<file path="config.mk">
export PLATFORM = sky130hd
export DESIGN_NAME = ntc_div
export DESIGN_NICKNAME = d
export VERILOG_FILES = /design/src/rtl/ntc_pkg.sv /design/src/rtl/ntc_div.sv
export SDC_FILE = /design/constraint.sdc
export NUM_CORES = 1
export LEC_CHECK = 0
export BUFFER_PORTS_ARGS = -buffer_cell sky130_fd_sc_hd__buf_2
export CAP_MARGIN = 10
export CORE_ASPECT_RATIO = 0.8
export CORE_MARGIN = 4
export CORE_UTILIZATION = 45
export CTS_CLUSTER_SIZE = 30
export DETAILED_ROUTE_END_ITERATION = 8
export PLACE_DENSITY = 0.7
export SETUP_SLACK_MARGIN = 0.3
export SKIP_CTS_REPAIR_TIMING = 1
export SLEW_MARGIN = 20
export SYNTH_ARGS = -nofsm -noshare
export SYNTH_HDL_FRONTEND = slang
export SYNTH_SLANG_ARGS = --single-unit
</file>
<file path="constraint.sdc">
create_clock -name clk -period 6 [get_ports clk]
set_clock_uncertainty 0.05 [all_clocks]
set_input_delay 1.5 -clock clk [delete_from_list [all_inputs] [get_ports clk]]
set_output_delay 1.5 -clock clk [all_outputs]
set_load 0.005 [all_outputs]
</file>
<file path="src/rtl/ntc_pkg.sv">
// ----------------------------------------------------------------------------
// ntc_pkg
// Shared constants, the thermistor ratio/temperature table and the request
// and response structs of the shared divider.
// ----------------------------------------------------------------------------
package ntc_pkg;

  // Table geometry
  localparam int TABLE_POINTS = 33;
  localparam int TBL_IDX_W    = 6;
  localparam int TBL_R_W      = 23;   // ratio in units of 1e-6
  localparam int TBL_T_W      = 9;    // signed degrees C

  // Datapath widths
  localparam int RES_W   = 30;        // signed ohms before saturation
  localparam int RATIO_W = 50;        // signed ratio in units of 1e-6
  localparam int MAG_W   = 48;        // ratio / product magnitudes
  localparam int DVD_W   = 64;        // divider dividend
  localparam int DSR_W   = 23;        // divider divisor
  localparam int DIV_IDX_W = 6;

  // Arithmetic constants
  localparam logic [DVD_W-1:0] VOLT_NUMERATOR = 64'd268697600;  // 4100 * 65536
  localparam logic [19:0]      INNER_RES      = 20'd1000;
  localparam logic [19:0]      FIXED_PRE_RES  = 20'd10000;
  localparam logic [19:0]      RATIO_SCALE    = 20'd1000000;
  localparam logic [19:0]      CFG_RESET      = 20'd10000;
  localparam logic [DIV_IDX_W-1:0] VOLT_TOP_BIT  = 6'd28;
  localparam logic [DIV_IDX_W-1:0] RATIO_TOP_BIT = 6'd47;
  localparam logic [DIV_IDX_W-1:0] TEMP_TOP_BIT  = 6'd63;

  localparam logic signed [16:0] TEMP_MIN = -17'sd65536;
  localparam logic signed [16:0] TEMP_MAX = 17'sd65535;
  localparam logic signed [20:0] RES_MIN  = -21'sd100000;
  localparam logic signed [20:0] RES_MAX  = 21'sd1000000;

  // Codes
  localparam logic [1:0] REG_PRE_MOD = 2'd0;
  localparam logic [1:0] REG_PRE_AMP = 2'd1;
  localparam logic [1:0] REG_NOMINAL = 2'd2;

  localparam logic       MODE_VOLT = 1'b0;
  localparam logic       MODE_RES  = 1'b1;

  localparam logic [1:0] CH_MOD = 2'd0;
  localparam logic [1:0] CH_AMP = 2'd1;

  localparam logic [1:0] STAT_TABLE  = 2'd0;
  localparam logic [1:0] STAT_EXTRAP = 2'd1;
  localparam logic [1:0] STAT_ZERO_V = 2'd2;

  // Divider handshake
  typedef struct packed {
    logic                 start;
    logic [DVD_W-1:0]     dividend;
    logic [DSR_W-1:0]     divisor;
    logic [DIV_IDX_W-1:0] top_bit;
  } div_req_t;

  typedef struct packed {
    logic             busy;
    logic             done;
    logic [DVD_W-1:0] quotient;
  } div_rsp_t;

  // Ratio column of the table
  function automatic logic [TBL_R_W-1:0] tbl_ratio(input logic [TBL_IDX_W-1:0] idx);
    logic [TBL_R_W-1:0] r;
    case (idx)
      6'd0:  r = 23'd30166;
      6'd1:  r = 23'd33451;
      6'd2:  r = 23'd37179;
      6'd3:  r = 23'd41420;
      6'd4:  r = 23'd46259;
      6'd5:  r = 23'd51794;
      6'd6:  r = 23'd58144;
      6'd7:  r = 23'd65450;
      6'd8:  r = 23'd73881;
      6'd9:  r = 23'd83640;
      6'd10: r = 23'd94973;
      6'd11: r = 23'd108180;
      6'd12: r = 23'd123620;
      6'd13: r = 23'd141740;
      6'd14: r = 23'd163070;
      6'd15: r = 23'd188300;
      6'd16: r = 23'd218240;
      6'd17: r = 23'd253920;
      6'd18: r = 23'd296630;
      6'd19: r = 23'd347980;
      6'd20: r = 23'd410000;
      6'd21: r = 23'd485250;
      6'd22: r = 23'd577030;
      6'd23: r = 23'd689500;
      6'd24: r = 23'd821800;
      6'd25: r = 23'd1000000;
      6'd26: r = 23'd1214200;
      6'd27: r = 23'd1482700;
      6'd28: r = 23'd1821600;
      6'd29: r = 23'd2252000;
      6'd30: r = 23'd2802400;
      6'd31: r = 23'd3845200;
      6'd32: r = 23'd5529700;
      default: r = '0;
    endcase
    return r;
  endfunction

  // Temperature column of the table
  function automatic logic signed [TBL_T_W-1:0] tbl_deg(input logic [TBL_IDX_W-1:0] idx);
    logic signed [TBL_T_W-1:0] t;
    case (idx)
      6'd0:  t = 9'sd150;
      6'd1:  t = 9'sd145;
      6'd2:  t = 9'sd140;
      6'd3:  t = 9'sd135;
      6'd4:  t = 9'sd130;
      6'd5:  t = 9'sd125;
      6'd6:  t = 9'sd120;
      6'd7:  t = 9'sd115;
      6'd8:  t = 9'sd110;
      6'd9:  t = 9'sd105;
      6'd10: t = 9'sd100;
      6'd11: t = 9'sd95;
      6'd12: t = 9'sd90;
      6'd13: t = 9'sd85;
      6'd14: t = 9'sd80;
      6'd15: t = 9'sd75;
      6'd16: t = 9'sd70;
      6'd17: t = 9'sd65;
      6'd18: t = 9'sd60;
      6'd19: t = 9'sd55;
      6'd20: t = 9'sd50;
      6'd21: t = 9'sd45;
      6'd22: t = 9'sd40;
      6'd23: t = 9'sd35;
      6'd24: t = 9'sd30;
      6'd25: t = 9'sd25;
      6'd26: t = 9'sd20;
      6'd27: t = 9'sd15;
      6'd28: t = 9'sd10;
      6'd29: t = 9'sd5;
      6'd30: t = 9'sd0;
      6'd31: t = -9'sd50;
      6'd32: t = -9'sd100;
      default: t = '0;
    endcase
    return t;
  endfunction

endpackage

</file>
<file path="src/rtl/ntc_div.sv">
// ----------------------------------------------------------------------------
// ntc_div
// Restoring unsigned divider, one quotient bit per cycle, starting at a
// caller-chosen top dividend bit. Shared by all three divisions.
// ----------------------------------------------------------------------------
module ntc_div (
  input  logic              clk,
  input  logic              rst,
  input  ntc_pkg::div_req_t req,
  output ntc_pkg::div_rsp_t rsp
);

  logic                          busy;
  logic                          done;
  logic [ntc_pkg::DIV_IDX_W-1:0] bit_idx;
  logic [ntc_pkg::DVD_W-1:0]     dvd;
  logic [ntc_pkg::DSR_W-1:0]     dsr;
  logic [ntc_pkg::DSR_W-1:0]     rem;
  logic [ntc_pkg::DVD_W-1:0]     quo;

  logic [ntc_pkg::DSR_W:0] shifted;
  logic [ntc_pkg::DSR_W:0] trial;
  logic                    take;

  assign shifted = {rem, dvd[bit_idx]};
  assign trial   = shifted - {1'b0, dsr};
  assign take    = !trial[ntc_pkg::DSR_W];

  always_ff @(posedge clk) begin
    if (rst) begin
      busy <= 1'b0;
      done <= 1'b0;
    end else begin
      done <= 1'b0;
      if (req.start) begin
        busy    <= 1'b1;
        bit_idx <= req.top_bit;
        dvd     <= req.dividend;
        dsr     <= req.divisor;
        rem     <= '0;
        quo     <= '0;
      end else if (busy) begin
        rem <= take ? trial[ntc_pkg::DSR_W-1:0] : shifted[ntc_pkg::DSR_W-1:0];
        quo <= {quo[ntc_pkg::DVD_W-2:0], take};
        if (bit_idx == '0) begin
          busy <= 1'b0;
          done <= 1'b1;
        end else begin
          bit_idx <= bit_idx - 1'b1;
        end
      end
    end
  end

  assign rsp.busy     = busy;
  assign rsp.done     = done;
  assign rsp.quotient = quo;

endmodule

</file>
==> qor.txt, run 1 <==
Sequential area share after synthesis: 64.9%
Die Y: 130 um
Synth cell types: 60
Vias: 5294
Area of placed instances: 9400 um^2
Gr ovfl total: 0
Most used flip-flop cell after synthesis: edfxtp_1
CP bufs+invs: 2
Wire per inst: 17.3 um
Crit-path slowest cell: edfxtp_1
I/O pins: 162
Post-DP HPWL: 12.7 mm
Tcrit/Tclk final: 82.6%
Nets@finish: 885
Share of cells above drive strength 1: 31.1%
GP Congestion: 0.850
Clock tree buffer depth: 2
Critical path class: reg -> reg
CTS sink cnt: 182
Initial Util: 46.0%
Vias in the first global route: 5386
Die footprint: 20900 um^2
Initial antenna violation count: 0
H-tree lvl count: 4
Min-Delay Path Class: reg -> reg
Area contributors post-synth: edfxtp_1, nor2b_1, ha_1, mux4_2, nand2_1
Core box area: 18200 um^2
DRC viols: 0
Endpoints failing hold: 0
Syn Area/Cell: 13.8 um^2
Register bit total from synthesis: 182
CTS Root Cell: clkbuf_16
Cell Pwr Density: 322 nW/um^2
Peak supply drop: 188 uV
TritonCTS clock tree: yes
Setup_tns: 0 ns
EDFF count, synth: 180
Critical Path RT: 6.13 ns
Yosys warns: 0
CTS Buf Count: 17
Mapped cell area: 8390 um^2
Final ANT Viol Nets: 0
IO Port Bufs: 161
Die X: 161 um
Delay-heaviest family, CP: compound AO/OA/AOI/OAI gates
Area grow syn2layout: 19.2%
Asr flop ratio synth: 0%
Sequential Power Share: 48.6%
Clock Latency Late Sink: 0.43 ns
Clk network pwr share: 34.2%
Final Util: 54.9%
Critical Path Stages: 18
Layout filler cell count: 1520
CP Cell Sequence: buf_4 -> mux2i_1 -> o221ai_1 -> o22ai_1 -> nor2_1 -> a211oi_1 -> a21o_1 -> ha_1 -> inv_1 -> fa_1 -> a21o_1 -> a221oi_2 -> o22ai_1 -> a21o_1 -> a21oi_2 -> o21ai_0 -> nand2b_1 -> a31o_2
GRT Total Usage: 17.0%
WL final: 17.8 mm
Power Internal: 0.00231 W
Crit-path max cell delay: 0.94 ns
Area occupied by registers: 5450 um^2
Crit end category: flop
Number of DRC markers in iteration 0: 373
Final Max Tran Viols: 0
Top cell type by total area after synthesis: edfxtp_1
Final setup vio count: 0
Outcome: complete, no violations
Slew HR: 33.8%
Drt pass-1 iters: 4
Site row count: 44
Arr. time, crit path: 5.09 ns
Worst-Margin Slew: 0.986 ns
Cells after Synth: 607
Depth of the worst register-to-register path: 18
RSZ-0062 raised after global routing: no
Sw Ratio: 28.3%
Hold Path Cell Cnt: 1
Maximum number of pins on one net before global-route repair: 88
Most used cell, CP: a21o_1
Switching pwr: 0.000909 W
Logic gate share of total power: 17.1%
Highest net fanout along the worst path: 17
Syn_nets: 729
Yosys top cell area share: 64.4%
CP Launch Type: flop
Leak: 3.93 nW
FMAX: 202 MHz
Design area: 10000 um^2
Vias/cell: 5.14
Area of the multi-input gates: 2660 um^2
Max cap viols: 0
First-pass GRT wire length: 28.1 mm
Tmin final: 4.96 ns
Clock Pin Slew Worst Setup and Hold Paths: 0.07 ns
## power by group through the flow
stage	clock (W)	sequential, W	combinational (W)
3_5_place_dp	0	0.00159	0.000551
4_1_cts	0.00112	0.00156	0.000553
5_1_grt	0.00118	0.00157	0.000616
2_1_floorplan	0	0.00158	0.000417
3_3_place_gp	0	0.00159	0.000533
6_report	0.00110	0.00156	0.000551
## layer usage
layer	global-route usage, %	vias to the layer above	part of all wire [%]
met5	0	-	0
met4	4.91	0	1.5
met3	5.21	19	5.4
met2	27.7	145	48
met1	22.4	2581	45
li1	-	2549	-
## cell families after synthesis
group | Yosys count | synth area share, %
buf+inv | 61 | 3.59
mux | 25 | 4.19
xor+xnor | 23 | 2.58
compound gates | 104 | 8.89
simple gates | 186 | 11.9
flops | 182 | 64.9
fa+ha+maj | 26 | 3.97
## cell type report
cell class | instances | share of cell area, %
antenna | 1 | 0.0250
timing repair buffer | 168 | 8.75
multi-input combinational | 364 | 26.6
clock inverter | 15 | 1.63
sequential | 182 | 54.5
clock buffer | 17 | 4.26
tap | 253 | 3.17
inverter | 30 | 1.13
## path summary, 6_finish.rpt
path                                  from  endpoint  slack [ns]
worst min register to register        busy      done        0.49
worst max register to register  bit_idx[0]   rem[22]        1.04
worst max-delay path            bit_idx[0]   rem[22]        1.04
worst min-delay path                  busy      done        0.49
## state kept, by name (all words and copies together), names as in the netlist
| signal | flops |
|---|---|
| dvd | 64 |
| quo | 64 |
| dsr | 23 |
| rem | 23 |
| bit_idx | 6 |
| busy | 1 |
| done | 1 |
## synth_stat cells, drive strengths merged (11+ instances only)
library cell / instances
buf: 15
nand2: 55
clkbuf: 16
nor2: 22
mux2i: 16
xnor2: 16
inv: 30
edfxtp: 180
ha: 25
o21ai: 14
nor2b: 66
a21oi: 36
a21o: 11
## layout by cell type (no fill, tap or decap), types with 3 or more instances in the layout
cell type   instances
a211oi_1            6
a21o_1             11
a21oi_1            26
a21oi_2            10
and2_1              3
and3_1              6
buf_2             161
buf_4               5
clkbuf_16          17
clkinv_8            4
clkinvlp_4          3
edfxtp_1          180
ha_1               25
inv_1              30
inv_8               4
mux2i_1            16
mux4_2              8
nand2_1            46
nand2_2             9
nand2b_1            3
nand3_1             8
nand4_1             4
nor2_1             19
nor2b_1            66
nor3_1              7
nor4_1              4
o21a_1              5
o21ai_0            14
o221ai_1            8
o22ai_1             5
or3_1               3
xnor2_1            15
xor2_1              6
## per-stage QoR
| step | hold WS (ns) | setup WS (ns) | total power [W] | std cells |
|---|---|---|---|---|
| 6_report | 0.486 | 1.04 | 0.00322 | 1030 |
| 5_1_grt | 0.506 | 0.611 | 0.00337 | 1029 |
| 4_1_cts | 0.494 | 1.02 | 0.00324 | 1029 |
| 3_5_place_dp | 0.489 | 1.07 | 0.00214 | 997 |
| 3_3_place_gp | 0.468 | 1.15 | 0.00212 | 997 |
| 2_1_floorplan | 0.453 | 1.10 | 0.00199 | 607 |
Note: power is estimated with default switching activity, not from simulation.
==> run 2, diff against run 1 <==
- clock period: 6 -> 4.2 ns (I/O delays scaled with it)
==> run 2 against run 1 <==
- the run now ends with negative setup slack left
- sequential power rose by 43%
- global-route usage fell by 0.29 points
- critical endpoint unchanged
- combinational power rose by 89%
==> qor.txt, run 2 (synthesized netlist as in run 1, its figures left out) <==
Outcome: complete, but fails checks (was complete, no violations)
Failing checks: negative setup slack
Critical path class: reg -> reg (unchanged)
Core box area: 18200 um^2 (unchanged)
Die Y: 130 um (unchanged)
Clock tree buffer depth: 2 (unchanged)
Highest net fanout along the worst path: 5 (was 17)
Vias/cell: 5.21 (was 5.14)
Power Internal: 0.00354 W (was 0.00231 W)
Number of DRC markers in iteration 0: 315 (was 373)
Critical Path RT: 4.34 ns (was 6.13 ns)
Clk network pwr share: 34.1% (was 34.2%)
Post-placement cell count: 1006 (was 997)
Gr ovfl total: 0 (unchanged)
Vias: 5562 (was 5294)
CTS sink cnt: 182 (unchanged)
CTS Buf Count: 17 (unchanged)
Vias in the first global route: 5293 (was 5386)
R2R Setup Slk: -0.06 ns (was 1.04 ns)
Wire per inst: 17.7 um (was 17.3 um)
Final setup vio count: 2 (was 0)
Hold_ws: 0.480 ns (was 0.486 ns)
FMAX: 235 MHz (was 202 MHz)
Site row count: 44 (unchanged)
Crit end category: flop (unchanged)
CTS Root Cell: clkbuf_16 (unchanged)
CP Cell Sequence: buf_12 -> clkbuf_16 -> buf_4 -> mux4_2 -> o22ai_2 -> nor3_2 -> a21oi_2 -> a21o_1 -> ha_2 -> inv_2 -> fa_2 -> a21o_1 -> a221oi_4 -> o22ai_2 -> a21o_1 -> a21oi_2 -> o21ai_2 -> nand2b_1 -> a31o_2 (was buf_4 -> mux2i_1 -> o221ai_1 -> o22ai_1 -> nor2_1 -> a211oi_1 -> a21o_1 -> ha_1 -> inv_1 -> fa_1 -> a21o_1 -> a221oi_2 -> o22ai_1 -> a21o_1 -> a21oi_2 -> o21ai_0 -> nand2b_1 -> a31o_2)
Most used cell, CP: a21o_1 (unchanged)
Sequential Power Share: 45.0% (was 48.6%)
Peak supply drop: 262 uV (was 188 uV)
Commonest non-fill, non-tap cells in the layout: edfxtp_1, buf_2, nor2b_1 (unchanged)
Slew HR: 45.3% (was 33.8%)
Leak: 4.24 nW (was 3.93 nW)
DRC viols: 0 (unchanged)
Nets@finish: 924 (was 885)
Endpoints failing hold: 0 (unchanged)
GRT Max-Usage Layer: met2 (unchanged)
Final Max Tran Viols: 0 (unchanged)
Maximum number of pins on one net before global-route repair: 75 (was 88)
Die footprint: 20900 um^2 (unchanged)
Grt met3 use: 4.64% (was 5.21%)
Cell Pwr Density: 462 nW/um^2 (was 322 nW/um^2)
Post-DP HPWL: 12.6 mm (was 12.7 mm)
Tmin final: 4.26 ns (was 4.96 ns)
Clock Pin Slew Worst Setup and Hold Paths: 0.08 ns (was 0.07 ns)
TritonCTS clock tree: yes (unchanged)
Regs by FF count: dvd x64, quo x64 (unchanged)
Final ANT Viol Nets: 0 (unchanged)
Max cap viols: 0 (unchanged)
CP Launch Type: flop (unchanged)
I/O pins: 162 (unchanged)
Crit-path max cell delay: 0.47 ns (was 0.94 ns)
Most common cell after layout, fill and taps aside: edfxtp_1 (unchanged)
Tot Pwr: 0.00496 W (was 0.00322 W)
Drt pass-1 iters: 5 (was 4)
RSZ-0062 raised after global routing: yes (was no)
Grt met1 use: 22.6% (was 22.4%)
Initial Util: 46.0% (unchanged)
Initial antenna violation count: 0 (unchanged)
Global-route track usage on met2: 27.1% (was 27.7%)
GRT Total Usage: 16.7% (was 17.0%)
Setup_tns: -0.0743 ns (was 0 ns)
Delay-heaviest family, CP: compound AO/OA/AOI/OAI gates (unchanged)
Clock Latency Late Sink: 0.44 ns (was 0.43 ns)
Crit-path slowest cell: mux4_2 (was edfxtp_1)
Share of cells above drive strength 1: 39.6% (was 31.1%)
Worst setup margin: -0.0585 ns (was 1.04 ns)
Sw Ratio: 28.6% (was 28.3%)
H-tree lvl count: 4 (unchanged)
Arr. time, crit path: 4.40 ns (was 5.09 ns)
Logic gate share of total power: 20.9% (was 17.1%)
Post-Layout Cell Count: 1068 (was 1030)
Die X: 161 um (unchanged)
WL final: 18.9 mm (was 17.8 mm)
IO Port Bufs: 161 (unchanged)
Switching pwr: 0.00142 W (was 0.000909 W)
CP bufs+invs: 4 (was 2)
Min-Delay Path Class: reg -> reg (unchanged)
GP Congestion: 0.884 (was 0.850)
First-pass GRT wire length: 27.5 mm (was 28.1 mm)
Area grow syn2layout: 28.0% (was 19.2%)
Ant diodes: 0 (was 1)
Tcrit/Tclk final: 101% (was 82.6%)
Worst-Margin Slew: 0.820 ns (was 0.986 ns)
[run 2: cell count changes in the layout (fill, tap and decap cells not counted), sizes merged, moves of 2 or more]
| cell | delta |
|---|---|
| inv | +3 |
| buf | +36 |
| clkbuf | +2 |
| clkinvlp | -3 |
[run 2: final timing paths]
| path | from | end | cells past startpoint |
|---|---|---|---|
| setup reg to reg | bit_idx[0] | rem[22] | 19 |
| setup / recovery | bit_idx[0] | rem[22] | 19 |
| hold reg to reg | busy | done | 1 |
| hold / removal | busy | done | 1 |
[run 2: layer usage]
layer,wire length (um),up-vias
met1,8130,2717
met4,327,0
met2,9340,186
met3,1120,25
li1,-,2634
met5,0,-
[run 2: cell type report]
type	instances	area, um^2
Fill cell	1435	7480
Multi-Input combinational cell	365	2920
Clock inverter	15	215
Inverter	30	113
Timing Repair Buffer	206	1300
Tap cell	253	317
Clock buffer	17	425
Sequential cell	182	5450
[run 2: power by group through the flow]
stage,Combinational [W],Sequential (W),Clock [W]
after floorplan,0.000597,0.00225,0
after global placement,0.000791,0.00226,0
after detailed placement,0.000808,0.00226,0
after CTS,0.000816,0.00222,0.00172
after global routing,0.00113,0.00224,0.00180
final,0.00104,0.00223,0.00169
[run 2: through the flow]
step | worst slack, ns | util [%] | area (um^2)
after floorplan | 0.303 | - | 8410
after global placement | -0.0562 | 52.0 | 9480
after detailed placement | -0.180 | 52.0 | 9480
after CTS | -0.205 | 55.6 | 10100
after global routing | -0.240 | 58.9 | 10700
final | -0.0585 | 58.9 | 10700
